$ cat src/hdl/tcte_pkg.sv
`timescale 1ns / 1ps
// ----------------------------------------------------------------------------
// tcte_pkg
// Shared constants, codes and controller/datapath signal groups for the text
// cursor terminal engine.
// ----------------------------------------------------------------------------
package tcte_pkg;

    // Screen geometry in pixels
    localparam int SCREEN_WIDTH  = 320;
    localparam int SCREEN_HEIGHT = 320;

    // Field widths
    localparam int CURSOR_W = 16;
    localparam int DIM_W    = 7;
    localparam int CODE_W   = 8;
    localparam int POS_W    = 10;
    localparam int KIND_W   = 2;
    localparam int SCROLL_W = 15;
    localparam int CFG_IDX_W  = 3;
    localparam int CFG_DATA_W = 8;

    // Stream packing
    localparam int IN_DATA_W  = 32;
    localparam int OUT_DATA_W = 56;

    // Results kept per input item
    localparam int MAX_RESULTS = 4;
    localparam int RES_CNT_W   = 3;

    // Tab padding puts at most this many spaces
    localparam int TAB_LIMIT = 3;

    // Divider steps, one quotient bit each
    localparam int DIV_STEPS  = CURSOR_W;
    localparam int DIV_STEP_W = $clog2(DIV_STEPS);

    // Operation codes
    localparam logic OP_PUT = 1'b0;
    localparam logic OP_SET = 1'b1;

    // Command kinds
    localparam logic [KIND_W-1:0] KIND_DRAW   = 2'd0;
    localparam logic [KIND_W-1:0] KIND_FILL   = 2'd1;
    localparam logic [KIND_W-1:0] KIND_SCROLL = 2'd2;

    // Character codes
    localparam logic [CODE_W-1:0] CH_BS    = 8'h08;
    localparam logic [CODE_W-1:0] CH_TAB   = 8'h09;
    localparam logic [CODE_W-1:0] CH_LF    = 8'h0A;
    localparam logic [CODE_W-1:0] CH_CR    = 8'h0D;
    localparam logic [CODE_W-1:0] CH_SPACE = 8'h20;

    // Configuration register indexes
    localparam logic [CFG_IDX_W-1:0] CFG_GLYPH_WIDTH  = 3'd0;
    localparam logic [CFG_IDX_W-1:0] CFG_GLYPH_HEIGHT = 3'd1;
    localparam logic [CFG_IDX_W-1:0] CFG_FIRST_CODE   = 3'd2;
    localparam logic [CFG_IDX_W-1:0] CFG_CODE_COUNT   = 3'd3;
    localparam logic [CFG_IDX_W-1:0] CFG_TRANSPARENT  = 3'd4;

    // Controller to datapath commands
    typedef struct packed {
        logic load_item;
        logic set_cursor;
        logic clear_x;
        logic lf_step1;
        logic lf_step2;
        logic bs_step1;
        logic bs_step2;
        logic print;
        logic div_start;
        logic finish;
        logic sel_space;
    } t_cmd;

    // Datapath to controller status
    typedef struct packed {
        logic is_set;
        logic is_bs;
        logic is_cr;
        logic is_lf;
        logic is_tab;
        logic wrap_needed;
        logic out_free;
        logic width_zero;
        logic div_done;
        logic div_odd;
    } t_stat;

endpackage

$ cat src/hdl/tcte_div.sv
`timescale 1ns / 1ps
// ----------------------------------------------------------------------------
// tcte_div
// Restoring divider, one quotient bit per cycle. Reports only the parity of
// the quotient of an unsigned cursor magnitude by the glyph width.
// ----------------------------------------------------------------------------
module tcte_div (
    input  logic                          i_clk,
    input  logic                          i_rst_n,
    input  logic                          i_start,
    input  logic [tcte_pkg::CURSOR_W-1:0] i_dividend,
    input  logic [tcte_pkg::DIM_W-1:0]    i_divisor,
    output logic                          o_done,
    output logic                          o_odd
);

    logic                            r_busy;
    logic [tcte_pkg::DIV_STEP_W-1:0] r_step;
    logic [tcte_pkg::CURSOR_W-1:0]   r_num;
    logic [tcte_pkg::DIM_W-1:0]      r_den;
    logic [tcte_pkg::DIM_W-1:0]      r_rem;
    logic                            r_done;
    logic                            r_odd;

    logic [tcte_pkg::DIM_W:0] rem_sh;
    logic [tcte_pkg::DIM_W:0] rem_diff;
    logic                     q_bit;

    // Shift in the next dividend bit and trial-subtract
    always_comb begin
        rem_sh   = {r_rem, r_num[tcte_pkg::CURSOR_W-1]};
        rem_diff = rem_sh - {1'b0, r_den};
        q_bit    = (rem_sh >= {1'b0, r_den});
    end

    // Control
    always_ff @(posedge i_clk) begin
        if (!i_rst_n) begin
            r_busy <= 1'b0;
            r_step <= '0;
            r_done <= 1'b0;
        end else begin
            r_done <= 1'b0;
            if (i_start) begin
                r_busy <= 1'b1;
                r_step <= '0;
            end else if (r_busy) begin
                r_step <= r_step + 1'b1;
                if (r_step == tcte_pkg::DIV_STEP_W'(tcte_pkg::DIV_STEPS - 1)) begin
                    r_busy <= 1'b0;
                    r_done <= 1'b1;
                end
            end
        end
    end

    // Datapath
    always_ff @(posedge i_clk) begin
        if (i_start) begin
            r_num <= i_dividend;
            r_den <= i_divisor;
            r_rem <= '0;
        end else if (r_busy) begin
            r_num <= {r_num[tcte_pkg::CURSOR_W-2:0], 1'b0};
            r_rem <= q_bit ? rem_diff[tcte_pkg::DIM_W-1:0] : rem_sh[tcte_pkg::DIM_W-1:0];
            r_odd <= q_bit;
        end
    end

    assign o_done = r_done;
    assign o_odd  = r_odd;

endmodule

$ cat src/hdl/tcte_datapath.sv
`timescale 1ns / 1ps
// ----------------------------------------------------------------------------
// tcte_datapath
// Cursor and configuration registers, cursor arithmetic, pending result and
// output register, and the tab parity divider.
// ----------------------------------------------------------------------------
module tcte_datapath (
    input  logic                            i_clk,
    input  logic                            i_rst_n,
    // Input beat fields
    input  logic                            i_operation,
    input  logic [tcte_pkg::CODE_W-1:0]     i_char_code,
    input  logic [tcte_pkg::POS_W-1:0]      i_new_x,
    input  logic [tcte_pkg::POS_W-1:0]      i_new_y,
    // Configuration writes
    input  logic                            i_cfg_we,
    input  logic [tcte_pkg::CFG_IDX_W-1:0]  i_cfg_index,
    input  logic [tcte_pkg::CFG_DATA_W-1:0] i_cfg_data,
    // Controller link
    input  tcte_pkg::t_cmd                  i_cmd,
    output tcte_pkg::t_stat                 o_stat,
    // Result register
    input  logic                            i_out_ready,
    output logic                            o_out_valid,
    output logic [tcte_pkg::KIND_W-1:0]     o_kind,
    output logic [tcte_pkg::CURSOR_W-1:0]   o_cell_x,
    output logic [tcte_pkg::CURSOR_W-1:0]   o_cell_y,
    output logic [tcte_pkg::CODE_W-1:0]     o_glyph_index,
    output logic [tcte_pkg::SCROLL_W-1:0]   o_scroll_lines,
    output logic                            o_last
);

    localparam logic signed [17:0] SW_S = 18'(tcte_pkg::SCREEN_WIDTH);
    localparam logic signed [17:0] SH_S = 18'(tcte_pkg::SCREEN_HEIGHT);

    // Configuration
    logic [tcte_pkg::DIM_W-1:0]  r_gw;
    logic [tcte_pkg::DIM_W-1:0]  r_gh;
    logic [tcte_pkg::CODE_W-1:0] r_first;
    logic [tcte_pkg::CODE_W-1:0] r_count;
    logic                        r_transp;

    // Cursor and latched item
    logic [tcte_pkg::CURSOR_W-1:0] r_cx;
    logic [tcte_pkg::CURSOR_W-1:0] r_cy;
    logic                          r_op;
    logic [tcte_pkg::CODE_W-1:0]   r_char;
    logic [tcte_pkg::POS_W-1:0]    r_nx;
    logic [tcte_pkg::POS_W-1:0]    r_ny;

    // Result count for this item
    logic [tcte_pkg::RES_CNT_W-1:0] r_ecnt;

    // Pending result
    logic                          r_pend_valid;
    logic [tcte_pkg::KIND_W-1:0]   r_pend_kind;
    logic [tcte_pkg::CURSOR_W-1:0] r_pend_x;
    logic [tcte_pkg::CURSOR_W-1:0] r_pend_y;
    logic [tcte_pkg::CODE_W-1:0]   r_pend_g;
    logic [tcte_pkg::SCROLL_W-1:0] r_pend_s;

    // Output register
    logic                          r_out_valid;
    logic [tcte_pkg::KIND_W-1:0]   r_out_kind;
    logic [tcte_pkg::CURSOR_W-1:0] r_out_x;
    logic [tcte_pkg::CURSOR_W-1:0] r_out_y;
    logic [tcte_pkg::CODE_W-1:0]   r_out_g;
    logic [tcte_pkg::SCROLL_W-1:0] r_out_s;
    logic                          r_out_last;

    // Combinational helpers
    logic [tcte_pkg::CODE_W-1:0]   pc;
    logic                          in_font;
    logic signed [17:0]            x_plus_w;
    logic signed [17:0]            lf_d;
    logic [tcte_pkg::CURSOR_W-1:0] cy_dec;
    logic [tcte_pkg::CURSOR_W-1:0] cx_abs;
    logic                          emit_req;
    logic [tcte_pkg::KIND_W-1:0]   emit_kind;
    logic [tcte_pkg::CODE_W-1:0]   emit_g;
    logic [tcte_pkg::SCROLL_W-1:0] emit_s;
    logic                          emit_pos;
    logic                          push;
    logic                          load_out;
    logic                          div_done;
    logic                          div_odd;

    // Font lookup and wrap checks
    always_comb begin
        pc       = i_cmd.sel_space ? tcte_pkg::CH_SPACE : r_char;
        in_font  = ({1'b0, pc} >= {1'b0, r_first}) &&
                   ({1'b0, pc} < ({1'b0, r_first} + {1'b0, r_count}));
        x_plus_w = {{2{r_cx[tcte_pkg::CURSOR_W-1]}}, r_cx} + {11'b0, r_gw};
        lf_d     = {{2{r_cy[tcte_pkg::CURSOR_W-1]}}, r_cy} + {11'b0, r_gh} - SH_S;
        cy_dec   = r_cy - {9'b0, r_gh};
        cx_abs   = r_cx[tcte_pkg::CURSOR_W-1] ? (~r_cx + 1'b1) : r_cx;
    end

    // Build the result that the current step emits
    always_comb begin
        emit_req  = 1'b0;
        emit_kind = tcte_pkg::KIND_DRAW;
        emit_g    = '0;
        emit_s    = '0;
        emit_pos  = 1'b0;
        if (i_cmd.lf_step2) begin
            emit_req  = !lf_d[17] && (lf_d != '0);
            emit_kind = tcte_pkg::KIND_SCROLL;
            emit_s    = lf_d[tcte_pkg::SCROLL_W-1:0];
        end else if (i_cmd.print) begin
            emit_pos = 1'b1;
            if (in_font) begin
                emit_req  = 1'b1;
                emit_kind = tcte_pkg::KIND_DRAW;
                emit_g    = pc - r_first;
            end else begin
                emit_req  = !r_transp;
                emit_kind = tcte_pkg::KIND_FILL;
            end
        end
    end

    // Drop results past the limit
    assign push     = emit_req && (r_ecnt < tcte_pkg::RES_CNT_W'(tcte_pkg::MAX_RESULTS));
    assign load_out = (push || i_cmd.finish) && r_pend_valid;

    // Configuration registers
    always_ff @(posedge i_clk) begin
        if (!i_rst_n) begin
            r_gw     <= 7'd8;
            r_gh     <= 7'd8;
            r_first  <= 8'd32;
            r_count  <= 8'd95;
            r_transp <= 1'b0;
        end else if (i_cfg_we) begin
            unique case (i_cfg_index)
                tcte_pkg::CFG_GLYPH_WIDTH:  r_gw     <= i_cfg_data[tcte_pkg::DIM_W-1:0];
                tcte_pkg::CFG_GLYPH_HEIGHT: r_gh     <= i_cfg_data[tcte_pkg::DIM_W-1:0];
                tcte_pkg::CFG_FIRST_CODE:   r_first  <= i_cfg_data;
                tcte_pkg::CFG_CODE_COUNT:   r_count  <= i_cfg_data;
                tcte_pkg::CFG_TRANSPARENT:  r_transp <= i_cfg_data[0];
                default: ;
            endcase
        end
    end

    // Latch the accepted item
    always_ff @(posedge i_clk) begin
        if (i_cmd.load_item) begin
            r_op   <= i_operation;
            r_char <= i_char_code;
            r_nx   <= i_new_x;
            r_ny   <= i_new_y;
        end
    end

    // Cursor updates
    always_ff @(posedge i_clk) begin
        if (!i_rst_n) begin
            r_cx <= '0;
            r_cy <= '0;
        end else if (i_cmd.set_cursor) begin
            r_cx <= {6'b0, r_nx};
            r_cy <= {6'b0, r_ny};
        end else if (i_cmd.clear_x) begin
            r_cx <= '0;
        end else if (i_cmd.lf_step1) begin
            r_cx <= '0;
            r_cy <= r_cy + {9'b0, r_gh};
        end else if (i_cmd.lf_step2) begin
            if (!lf_d[17]) begin
                r_cy <= tcte_pkg::CURSOR_W'(tcte_pkg::SCREEN_HEIGHT) - {9'b0, r_gh};
            end
        end else if (i_cmd.bs_step1) begin
            r_cx <= r_cx - {9'b0, r_gw};
        end else if (i_cmd.bs_step2) begin
            if (r_cx[tcte_pkg::CURSOR_W-1]) begin
                r_cy <= cy_dec[tcte_pkg::CURSOR_W-1] ? '0 : cy_dec;
                r_cx <= r_cx + tcte_pkg::CURSOR_W'(tcte_pkg::SCREEN_WIDTH);
            end
        end else if (i_cmd.print) begin
            r_cx <= r_cx + {9'b0, r_gw};
        end
    end

    // Pending result and result count
    always_ff @(posedge i_clk) begin
        if (!i_rst_n) begin
            r_pend_valid <= 1'b0;
            r_ecnt       <= '0;
        end else if (i_cmd.load_item) begin
            r_pend_valid <= 1'b0;
            r_ecnt       <= '0;
        end else if (push) begin
            r_pend_valid <= 1'b1;
            r_ecnt       <= r_ecnt + 1'b1;
        end else if (i_cmd.finish) begin
            r_pend_valid <= 1'b0;
        end
    end

    always_ff @(posedge i_clk) begin
        if (push) begin
            r_pend_kind <= emit_kind;
            r_pend_x    <= emit_pos ? r_cx : '0;
            r_pend_y    <= emit_pos ? r_cy : '0;
            r_pend_g    <= emit_g;
            r_pend_s    <= emit_s;
        end
    end

    // Output register: load from pending, drop on downstream take
    always_ff @(posedge i_clk) begin
        if (!i_rst_n) begin
            r_out_valid <= 1'b0;
        end else if (load_out) begin
            r_out_valid <= 1'b1;
        end else if (i_out_ready) begin
            r_out_valid <= 1'b0;
        end
    end

    always_ff @(posedge i_clk) begin
        if (load_out) begin
            r_out_kind <= r_pend_kind;
            r_out_x    <= r_pend_x;
            r_out_y    <= r_pend_y;
            r_out_g    <= r_pend_g;
            r_out_s    <= r_pend_s;
            r_out_last <= i_cmd.finish;
        end
    end

    // Tab parity divider
    tcte_div u_div (
        .i_clk      (i_clk),
        .i_rst_n    (i_rst_n),
        .i_start    (i_cmd.div_start),
        .i_dividend (cx_abs),
        .i_divisor  (r_gw),
        .o_done     (div_done),
        .o_odd      (div_odd)
    );

    // Status back to the controller
    always_comb begin
        o_stat.is_set      = (r_op == tcte_pkg::OP_SET);
        o_stat.is_bs       = (r_char == tcte_pkg::CH_BS);
        o_stat.is_cr       = (r_char == tcte_pkg::CH_CR);
        o_stat.is_lf       = (r_char == tcte_pkg::CH_LF);
        o_stat.is_tab      = (r_char == tcte_pkg::CH_TAB);
        o_stat.wrap_needed = in_font && (x_plus_w > SW_S);
        o_stat.out_free    = !r_out_valid || i_out_ready;
        o_stat.width_zero  = (r_gw == '0);
        o_stat.div_done    = div_done;
        o_stat.div_odd     = div_odd;
    end

    assign o_out_valid    = r_out_valid;
    assign o_kind         = r_out_kind;
    assign o_cell_x       = r_out_x;
    assign o_cell_y       = r_out_y;
    assign o_glyph_index  = r_out_g;
    assign o_scroll_lines = r_out_s;
    assign o_last         = r_out_last;

endmodule

$ cat src/hdl/tcte_ctrl.sv
`timescale 1ns / 1ps
// ----------------------------------------------------------------------------
// tcte_ctrl
// Sequencer that walks one input item through cursor set, auto wrap,
// control-code handling, tab padding and result flush, one step per state.
// ----------------------------------------------------------------------------
module tcte_ctrl (
    input  logic            i_clk,
    input  logic            i_rst_n,
    input  logic            i_in_valid,
    output logic            o_in_ready,
    input  tcte_pkg::t_stat i_stat,
    output tcte_pkg::t_cmd  o_cmd
);

    localparam logic [3:0] ST_IDLE  = 4'd0;
    localparam logic [3:0] ST_DISP  = 4'd1;
    localparam logic [3:0] ST_MAIN  = 4'd2;
    localparam logic [3:0] ST_LF1   = 4'd3;
    localparam logic [3:0] ST_LF2   = 4'd4;
    localparam logic [3:0] ST_BS1   = 4'd5;
    localparam logic [3:0] ST_BS2   = 4'd6;
    localparam logic [3:0] ST_TWRAP = 4'd7;
    localparam logic [3:0] ST_PRINT = 4'd8;
    localparam logic [3:0] ST_TCHK  = 4'd9;
    localparam logic [3:0] ST_DIV   = 4'd10;
    localparam logic [3:0] ST_FIN   = 4'd11;

    // Where a line feed returns to
    localparam logic [1:0] RET_MAIN  = 2'd0;
    localparam logic [1:0] RET_PRINT = 2'd1;
    localparam logic [1:0] RET_FIN   = 2'd2;

    localparam logic [1:0] TAB_LAST = 2'(tcte_pkg::TAB_LIMIT - 1);

    logic [3:0] r_state, n_state;
    logic [1:0] r_ret, n_ret;
    logic       r_tab, n_tab;
    logic [1:0] r_tab_cnt, n_tab_cnt;

    // Next state and commands
    always_comb begin
        n_state   = r_state;
        n_ret     = r_ret;
        n_tab     = r_tab;
        n_tab_cnt = r_tab_cnt;
        o_cmd     = '0;
        o_cmd.sel_space = r_tab;
        o_in_ready = 1'b0;

        unique case (r_state)
            ST_IDLE: begin
                o_in_ready = 1'b1;
                if (i_in_valid) begin
                    o_cmd.load_item = 1'b1;
                    n_tab   = 1'b0;
                    n_state = ST_DISP;
                end
            end
            ST_DISP: begin
                if (i_stat.is_set) begin
                    o_cmd.set_cursor = 1'b1;
                    n_state = ST_IDLE;
                end else if (i_stat.wrap_needed) begin
                    n_ret   = RET_MAIN;
                    n_state = ST_LF1;
                end else begin
                    n_state = ST_MAIN;
                end
            end
            ST_MAIN: begin
                priority if (i_stat.is_bs) begin
                    n_state = ST_BS1;
                end else if (i_stat.is_cr) begin
                    o_cmd.clear_x = 1'b1;
                    n_state = ST_FIN;
                end else if (i_stat.is_lf) begin
                    n_ret   = RET_FIN;
                    n_state = ST_LF1;
                end else if (i_stat.is_tab) begin
                    n_tab     = 1'b1;
                    n_tab_cnt = '0;
                    n_state   = ST_TWRAP;
                end else begin
                    n_state = ST_PRINT;
                end
            end
            ST_LF1: begin
                o_cmd.lf_step1 = 1'b1;
                n_state = ST_LF2;
            end
            ST_LF2: begin
                // Hold until a possible scroll result has room
                if (i_stat.out_free) begin
                    o_cmd.lf_step2 = 1'b1;
                    unique case (r_ret)
                        RET_MAIN:  n_state = ST_MAIN;
                        RET_PRINT: n_state = ST_PRINT;
                        default:   n_state = ST_FIN;
                    endcase
                end
            end
            ST_BS1: begin
                o_cmd.bs_step1 = 1'b1;
                n_state = ST_BS2;
            end
            ST_BS2: begin
                o_cmd.bs_step2 = 1'b1;
                n_state = ST_FIN;
            end
            ST_TWRAP: begin
                if (i_stat.wrap_needed) begin
                    n_ret   = RET_PRINT;
                    n_state = ST_LF1;
                end else begin
                    n_state = ST_PRINT;
                end
            end
            ST_PRINT: begin
                if (i_stat.out_free) begin
                    o_cmd.print = 1'b1;
                    n_state = r_tab ? ST_TCHK : ST_FIN;
                end
            end
            ST_TCHK: begin
                if (i_stat.width_zero || (r_tab_cnt == TAB_LAST)) begin
                    n_state = ST_FIN;
                end else begin
                    o_cmd.div_start = 1'b1;
                    n_state = ST_DIV;
                end
            end
            ST_DIV: begin
                if (i_stat.div_done) begin
                    if (i_stat.div_odd) begin
                        n_tab_cnt = r_tab_cnt + 1'b1;
                        n_state   = ST_TWRAP;
                    end else begin
                        n_state = ST_FIN;
                    end
                end
            end
            ST_FIN: begin
                // Flush the held result with the last flag
                if (i_stat.out_free) begin
                    o_cmd.finish = 1'b1;
                    n_state = ST_IDLE;
                end
            end
            default: begin
                n_state = ST_IDLE;
            end
        endcase
    end

    // State registers
    always_ff @(posedge i_clk) begin
        if (!i_rst_n) begin
            r_state   <= ST_IDLE;
            r_ret     <= RET_MAIN;
            r_tab     <= 1'b0;
            r_tab_cnt <= '0;
        end else begin
            r_state   <= n_state;
            r_ret     <= n_ret;
            r_tab     <= n_tab;
            r_tab_cnt <= n_tab_cnt;
        end
    end

endmodule

$ cat src/hdl/text_cursor_terminal_engine.sv
`timescale 1ns / 1ps
// ----------------------------------------------------------------------------
// text_cursor_terminal_engine
// Cursor control for a cell-based text screen: turns character bytes and
// cursor-set requests into glyph-draw, cell-fill and scroll-up commands.
// ----------------------------------------------------------------------------
//  channel   direction  handshake                       payload
//  s_axis    in         s_axis_tvalid / s_axis_tready   tuser: operation
//                                                       tdata: char, new_x, new_y
//  m_axis    out        m_axis_tvalid / m_axis_tready   tuser: command_kind
//                                                       tdata: x, y, glyph, scroll
//                                                       tlast: last of item
//  cfg       in         i_cfg_valid / o_cfg_ready       i_cfg_index, i_cfg_data
//
//  One item at a time: a new input beat is taken only once the last one is
//  through. A tab pads with spaces and runs the restoring divider after each
//  space that may be followed by another.
//  Synchronous active-low reset restores the register defaults and the cursor
//  to the origin. Results go through a pending stage and an output register;
//  the sequencer holds when the output register is full and not being taken.
//  Configuration writes are always ready.
// ----------------------------------------------------------------------------
module text_cursor_terminal_engine (
    input  logic                              i_clk,
    input  logic                              i_rst_n,
    // Input stream
    input  logic                              s_axis_tvalid,
    output logic                              s_axis_tready,
    // tdata: char_code[7:0], new_x[17:8], new_y[27:18], zero[31:28]
    input  logic [tcte_pkg::IN_DATA_W-1:0]    s_axis_tdata,
    // tuser: operation[0]
    input  logic [0:0]                        s_axis_tuser,
    // Output stream
    output logic                              m_axis_tvalid,
    input  logic                              m_axis_tready,
    // tdata: cell_x[15:0], cell_y[31:16], glyph_index[39:32],
    //        scroll_lines[54:40], zero[55]
    output logic [tcte_pkg::OUT_DATA_W-1:0]   m_axis_tdata,
    // tuser: command_kind[1:0]
    output logic [tcte_pkg::KIND_W-1:0]       m_axis_tuser,
    output logic                              m_axis_tlast,
    // Configuration writes
    input  logic                              i_cfg_valid,
    output logic                              o_cfg_ready,
    input  logic [tcte_pkg::CFG_IDX_W-1:0]    i_cfg_index,
    input  logic [tcte_pkg::CFG_DATA_W-1:0]   i_cfg_data
);

    tcte_pkg::t_cmd  cmd;
    tcte_pkg::t_stat stat;

    logic                            in_ready;
    logic [tcte_pkg::CURSOR_W-1:0]   cell_x;
    logic [tcte_pkg::CURSOR_W-1:0]   cell_y;
    logic [tcte_pkg::CODE_W-1:0]     glyph_index;
    logic [tcte_pkg::SCROLL_W-1:0]   scroll_lines;

    assign o_cfg_ready   = 1'b1;
    assign s_axis_tready = in_ready;

    // Sequencer
    tcte_ctrl u_ctrl (
        .i_clk      (i_clk),
        .i_rst_n    (i_rst_n),
        .i_in_valid (s_axis_tvalid),
        .o_in_ready (in_ready),
        .i_stat     (stat),
        .o_cmd      (cmd)
    );

    // Cursor, configuration and result registers
    tcte_datapath u_dp (
        .i_clk          (i_clk),
        .i_rst_n        (i_rst_n),
        .i_operation    (s_axis_tuser[0]),
        .i_char_code    (s_axis_tdata[7:0]),
        .i_new_x        (s_axis_tdata[17:8]),
        .i_new_y        (s_axis_tdata[27:18]),
        .i_cfg_we       (i_cfg_valid),
        .i_cfg_index    (i_cfg_index),
        .i_cfg_data     (i_cfg_data),
        .i_cmd          (cmd),
        .o_stat         (stat),
        .i_out_ready    (m_axis_tready),
        .o_out_valid    (m_axis_tvalid),
        .o_kind         (m_axis_tuser),
        .o_cell_x       (cell_x),
        .o_cell_y       (cell_y),
        .o_glyph_index  (glyph_index),
        .o_scroll_lines (scroll_lines),
        .o_last         (m_axis_tlast)
    );

    // Pack result beat, lowest field first
    assign m_axis_tdata = {1'b0, scroll_lines, glyph_index, cell_y, cell_x};

endmodule

$ cat config.mk
export PLATFORM = sky130hd
export DESIGN_NAME = text_cursor_terminal_engine
export DESIGN_NICKNAME = d
export VERILOG_FILES = /design/src/hdl/tcte_pkg.sv /design/src/hdl/tcte_div.sv /design/src/hdl/tcte_datapath.sv /design/src/hdl/tcte_ctrl.sv /design/src/hdl/text_cursor_terminal_engine.sv
export SDC_FILE = /design/constraint.sdc
export NUM_CORES = 1
export LEC_CHECK = 0
export ABC_CLOCK_PERIOD_IN_PS = 14400
export CELL_PAD_IN_SITES_DETAIL_PLACEMENT = 1
export CELL_PAD_IN_SITES_GLOBAL_PLACEMENT = 1
export CORE_MARGIN = 2
export CORE_UTILIZATION = 50
export DETAILED_ROUTE_END_ITERATION = 8
export DONT_BUFFER_PORTS = 1
export PLACE_DENSITY_LB_ADDON = 0.1
export SYNTH_ARGS = -nofsm -noshare
export SYNTH_HDL_FRONTEND = slang
export SYNTH_SLANG_ARGS = --single-unit
$ cat constraint.sdc
create_clock -name i_clk -period 14.4 [get_ports i_clk]
set_input_delay 0 -clock i_clk [delete_from_list [all_inputs] [get_ports i_clk]]
set_output_delay 0 -clock i_clk [all_outputs]
set_load 0.02 [all_outputs]
Word level (Yosys, flattened, before mapping)
Cells that the tools add are included.
{ "totals": {"in_bits": 49, "elab_cells": 254, "register_bits": 258, "out_inout_bits": 62} }
{ "classes": {"order_cmp": 5, "n_eq_ne": 44, "reduce_logical": 50, "n_bitwise": 8, "n_addsub": 16, "mux": 91} }
{ "op_table": {"columns": ["operator", "n"], "rows": [
  ["$mux 16", 13],
  ["$mux 10", 6],
  ["$pmux 4 s12", 1],
  ["$mux 4", 11],
  ["$mux 1", 38],
  ["$add 16x8->17", 2],
  ["$add 16x7->16", 2],
  ["$eq 8x4->1 const B", 4],
  ["$sub 16x7->16", 2],
  ["$mux 2", 15],
  ["$ne 2x2->1 const B", 12],
  ["$eq 4x4->1 const B", 5],
  ["$gt 18x10->1 const B", 1],
  ["$reduce_bool 18->1", 1],
  ["$sub 18x9->18 const B", 1],
  ["$add 16x1->16 const B", 1],
  ["$add 16x9->16 const B", 1],
  ["$eq 4x3->1 const B", 4],
  ["$not 16->16", 1],
  ["$mux 15", 1],
  ["$reduce_and 5->1", 3],
  ["$reduce_and 2->1", 7],
  ["$reduce_and 7->1", 2],
  ["$reduce_bool 3->1", 4],
  ["other kinds (46)", 76]
]} }

Depth between registers and ports, before layout
{ "logic_depth": {"word_depth": 11, "depth_mapped": 17} }

Cells and area by module
From an unflattened synthesis, not the netlist that was laid out.
{ "unflattened": {"cells_unflattened": 1575, "area_unflattened_um2": 15366.0} }
{ "modules_own_cells": {"columns": ["module", "area_each_um2", "cells_per_inst", "n_inst"], "rows": [
  ["tcte_datapath", 12548.3, 1275, 1],
  ["tcte_div", 1844.3, 157, 1],
  ["tcte_ctrl", 950.9, 139, 1],
  ["text_cursor_terminal_engine", 22.5, 4, 1]
]} }

Worst setup path after synthesis
OpenSTA, ideal clock, no wires.
{ "synth_path": {"path_type": "register to register", "start": "register u_dp.r_gh[0] (netlist bit)", "end": "register u_dp.r_out_x (netlist bit u_dp.o_cell_x[0]) (enable)", "path_buffers": 0, "synth_period_minus_slack_ps": 4876, "required_ps": 13979, "setup_slack_ps": 9524, "setup_time_ps": 421, "t_arrival_ps": 4455, "stages_incl_launch_ff": 15, "path_cell_list": "dfxtp_1 -> ha_1 -> fa_1 -> nor2b_4 -> o311a_4 -> nor2_2 -> xnor2_2 -> inv_1 -> ha_1 -> a32o_1 -> a211oi_2 -> xnor2_1 -> a2111oi_4 -> a311oi_1 -> o21a_1"} }
{ "synth_via": {"elab_chain_cells": 8, "elab_cells_between_ends": 9, "cone_classes": "add/sub (2); mux (1); reduce/logical (6)"} }
{ "synth_lines": {"columns": ["element", "line_no", "rtl"], "rows": [
  ["from (decl)", "tcte_datapath.sv:38", "logic [tcte_pkg::DIM_W-1:0] r_gh;"],
  ["from (signal assigned)", "tcte_datapath.sv:138", "tcte_pkg::CFG_GLYPH_HEIGHT: r_gh <= i_cfg_data[tcte_pkg::DIM_W-1:0];"],
  ["$add 16x8->17", "tcte_datapath.sv:94", "lf_d = {{2{r_cy[tcte_pkg::CURSOR_W-1]}}, r_cy} + {11'b0, r_gh} - SH_S;"],
  ["$sub 18x9->18", "tcte_datapath.sv:94", null],
  ["named net u_dp.lf_d[6]", "tcte_datapath.sv:75", "logic signed [17:0] lf_d;"],
  ["$reduce_bool 18->1", "tcte_datapath.sv:107", "emit_req = !lf_d[17] && (lf_d != '0);"],
  ["$logic_and 1x1->1", "tcte_datapath.sv:107", null],
  ["$mux 1", "tcte_datapath.sv:106", "if (i_cmd.lf_step2) begin"],
  ["$logic_and 1x1->1", "tcte_datapath.sv:124", "assign push = emit_req && (r_ecnt < tcte_pkg::RES_CNT_W'(tcte_pkg::MAX_RESULTS));"],
  ["$logic_or 1x1->1", "tcte_datapath.sv:125", "assign load_out = (push || i_cmd.finish) && r_pend_valid;"],
  ["$logic_and 1x1->1", "tcte_datapath.sv:125", null],
  ["named net u_dp.load_out", "tcte_datapath.sv:84", "logic load_out;"],
  ["to (signal assigned)", "tcte_datapath.sv:226", "r_out_x <= r_pend_x;"],
  ["to (decl)", "tcte_datapath.sv:65", "logic [tcte_pkg::CURSOR_W-1:0] r_out_x;"]
]} }
The timed path passes the listed nets, and every way through them passes these cells.
A chain may end at the register's enable or synchronous reset.

Final worst setup path
{ "layout_path": {"start": "register u_dp.r_gh[2] (netlist bit)", "end": "register u_dp.r_out_x (netlist bit u_dp.o_cell_x[2]) (enable)"} }
{ "layout_via": {"elab_chain_cells": 8, "elab_cells_between_ends": 9, "cone_classes": "add/sub (2); mux (1); reduce/logical (6)"} }
{ "layout_lines": {"columns": ["element", "line_no"], "rows": [
  ["$add 16x8->17 (*)", "tcte_datapath.sv:94"],
  ["$sub 18x9->18 (*)", "tcte_datapath.sv:94"],
  ["$reduce_bool 18->1 or $logic_not 1->1 (tied branches)", "tcte_datapath.sv:107"],
  ["$logic_and 1x1->1 (*)", "tcte_datapath.sv:107"],
  ["$mux 1 (*)", "tcte_datapath.sv:106"],
  ["$logic_and 1x1->1 (*)", "tcte_datapath.sv:124"],
  ["$logic_or 1x1->1 (*)", "tcte_datapath.sv:125"],
  ["$logic_and 1x1->1 (*)", "tcte_datapath.sv:125"],
  ["named net u_dp.load_out", "tcte_datapath.sv:84"]
]} }
The timed path passes the listed nets; every way through them passes the cells marked *.

==> impl_metrics.py <==
metrics = {
    "cts": {
        "cts-root-buf": "clkbuf_16",
        "clk_pin_slew_worst_paths_ns": 0.07,
        "clock_path_buffers": 3,
        "cts_tree": "yes",
        "cts_resized": 0,
        "h-tree-depth": 1,
        "clock_sinks": 258,
        "cts_buffers": 28,
        "clk_latency_ns": 0.56,
        "post_cts_buffers": 0,
    },
    "synth": {
        "synth_edf_count": 168,
        "synth_cells": 1462,
        "netlist_top_cells_count": "edfxtp_1 (168), nand2_1 (165), nor2_1 (134)",
        "ys_dominant_reg_cell": "edfxtp_1",
        "synth_top_area_cell": "edfxtp_1",
        "yosysWarnings": 0,
        "syn_area_um2": 14400,
        "yosysMostFrequentCell": "edfxtp_1",
        "syn_nets": 1585,
        "yosysUniqueCellTypes": 103,
        "synth_area_leaders": "edfxtp_1 (35%), dfxtp_1 (13%), ha_1 (5.8%)",
        "synthArstFlopShare_pct": 0,
        "syn_area_per_cell_um2": 9.84,
        "ys_ff_latch": 258,
        "ys_seq_area_share_pct": 47.6,
        "synth_top_cell_area_share_pct": 35.1,
    },
    "run": {
        "drv_cap": 0,
    },
    "routing": {
        "drt_iter0_markers": 914,
        "route.detailed.drc": 0,
        "vias": 11400,
        "wl_per_cell_um": 22.1,
        "routed_wl_um": 41900,
        "antenna_left": 0,
        "dr.pass1.iters": 5,
        "vias_per_cell": 6.00,
    },
    "power_and_ir_drop": {
        "power_density_nw_per_um2": 122,
        "power_leakage_uw": 0.00595,
        "max-vdd-ir-drop_uv": 121,
    },
    "min_path": {
        "worst_hold_path_type": "in -> reg",
    },
    "global_routing": {
        "overflow": 0,
        "grt_max_degree": 55,
        "antenna_found_initial": 1,
        "grt_pass1_wl_um": 66600,
        "grt_pass1_vias": 11800,
        "track_usage_pct": 27.8,
    },
    "final_layout": {
        "fillers": 3135,
        "fin_nets": 1611,
        "area_growth_pct": 12.8,
        "antenna_cells": 0,
        "drive_above_1_share_pct": 7.02,
        "final_cells": 1894,
        "multi_input_area_um2": 6890,
        "seq_area_um2": 6850,
    },
    "timing": {
        "worst_pin_slew_ns": 1.05,
        "slew_headroom_pct": 30.0,
        "finalHoldViolations": 0,
        "period_minus_slack_ns": 5.19,
        "fmax_ghz": 0.193,
        "rsz0062_at_grt": "false",
        "fin_crit_sh_pct": 36.1,
        "setup_viol": 0,
        "drv_slew": 0,
        "finClkSkew_ns": 0.0192,
        "finalSetupTns_ns": 0,
    },
    "floorplan": {
        "core_area_um2": 28500,
        "die_h_um": 174,
        "start_util_pct": 50.4,
        "dieArea_um2": 30100,
        "io-pin-count": 111,
        "num_rows": 62,
        "die_w_um": 174,
    },
    "setup_path": {
        "r2r_slack_ns": 9.21,
        "endpoint_kind": "flip-flop",
        "crit_arrival_ns": 5.37,
        "critPathMaxFanout": 49,
        "worstPathRequired_ns": 14.58,
        "path_class": "reg -> reg",
        "start_kind": "flip-flop",
    },
    "status": {
        "run_status": "finished clean",
    },
    "place": {
        "io_buffers": 0,
        "place_hpwl_um": 29100,
        "gp_routability_congestion": 0.913,
        "place_inst": 1779,
    },
}
[path summary, 6_finish.rpt]
check,startpoint,to,depth (start not counted)
max,u_dp.r_gh[2],u_dp.o_cell_x[2],15
min,m_axis_tready,u_ctrl.r_state[2],4
max reg2reg,u_dp.r_gh[2],u_dp.o_cell_x[2],15
min reg2reg,u_dp.r_pend_s[9],u_dp.o_scroll_lines[9],0
[cells in the final DEF, fill, tap and decap left out, types with 19 or more instances in the layout]
| cell | n |
|---|---|
| and2_1 | 32 |
| mux2i_1 | 19 |
| xor2_1 | 24 |
| a21oi_1 | 80 |
| dfxtp_1 | 90 |
| nand2b_1 | 19 |
| nand3_1 | 38 |
| nor3_1 | 28 |
| ha_1 | 67 |
| xnor2_1 | 38 |
| nor2_1 | 134 |
| inv_1 | 76 |
| o21ai_0 | 73 |
| nand2_1 | 165 |
| nor2b_1 | 32 |
| clkbuf_16 | 30 |
| dlygate4sd3_1 | 62 |
| edfxtp_1 | 168 |
[where the power goes]
group / internal, µW / total (µW) / leakage [µW] / switching (µW)
registers: 821 / 863 / 0.00213 / 41.6
logic: 140 / 353 / 0.00334 / 213
clock network: 461 / 770 / 0.000472 / 309
[logic make-up after synthesis]
group	count (synthesis)	share of synthesized area (%)
simple gates	527	17.8
other cells	2	0.0522
mux	19	1.32
buf+inv	155	4.57
fa+ha+maj	74	6.80
compound gates	363	17.9
xor+xnor	64	4.00
flops	258	47.6
[layer usage]
metal,up-vias,wire [µm],global-route usage (%)
met1,5629,18700,37.5
met2,332,20000,47.2
met3,68,2080,3.97
li1,5329,-,-
met5,-,13,0
met4,2,1110,7.53
[sequential cells by signal (all words and copies together), names as in the netlist, 10 cells and up]
name                 flops
u_dp.r_pend_y           16
u_dp.r_cx               16
u_dp.o_cell_x           16
u_dp.o_scroll_lines     15
u_dp.o_cell_y           16
u_dp.u_div.r_num        16
u_dp.r_cy               16
u_dp.r_pend_x           16
u_dp.r_ny               10
u_dp.r_nx               10
u_dp.r_pend_s           15
[repair_timing]
action,CTS,global route
setup endpoints to repair,0,0
endpoints found under the hold margin,117,0
hold buffers,63,0
[critical path, stage by stage (launching register included)]
cell,delay (ns)
dfxtp_1,0.48
inv_1,0.13
ha_1,0.44
nand2b_1,0.15
o311ai_2,0.17
a21oi_1,0.27
xor2_1,0.28
inv_1,0.16
ha_1,0.31
a32o_1,0.25
a211oi_2,0.24
xnor2_1,0.27
a2111oi_4,0.11
a311oi_1,0.51
o21a_2,0.44
buf_4,0.55
[layout make-up]
| class | instances | area share [%] |
|---|---|---|
| clock buffers | 35 | 4.87 |
| clock inverters | 17 | 1.24 |
| multi-input cells | 1049 | 42.5 |
| well taps | 384 | 2.96 |
| repair buffers | 73 | 4.41 |
| flip-flops and latches | 258 | 42.2 |
| inverters | 78 | 1.81 |
[per-stage QoR]
step | utilization (%) | area, µm² | setup slack [ns] | hold WS (ns) | power (µW)
2_1_floorplan | - | 14400 | 9.52 | 0.0989 | 1120
3_3_place_gp | 51.1 | 14600 | 9.38 | 0.0725 | 1190
3_5_place_dp | 51.1 | 14600 | 9.28 | 0.0739 | 1210
4_1_cts | 56.8 | 16200 | 9.24 | 0.0316 | 1990
5_1_grt | 56.8 | 16200 | 8.85 | 0.0615 | 2060
6_report | 56.8 | 16200 | 9.21 | 0.0552 | 1990
No activity file was read; power rests on OpenSTA's default activity.
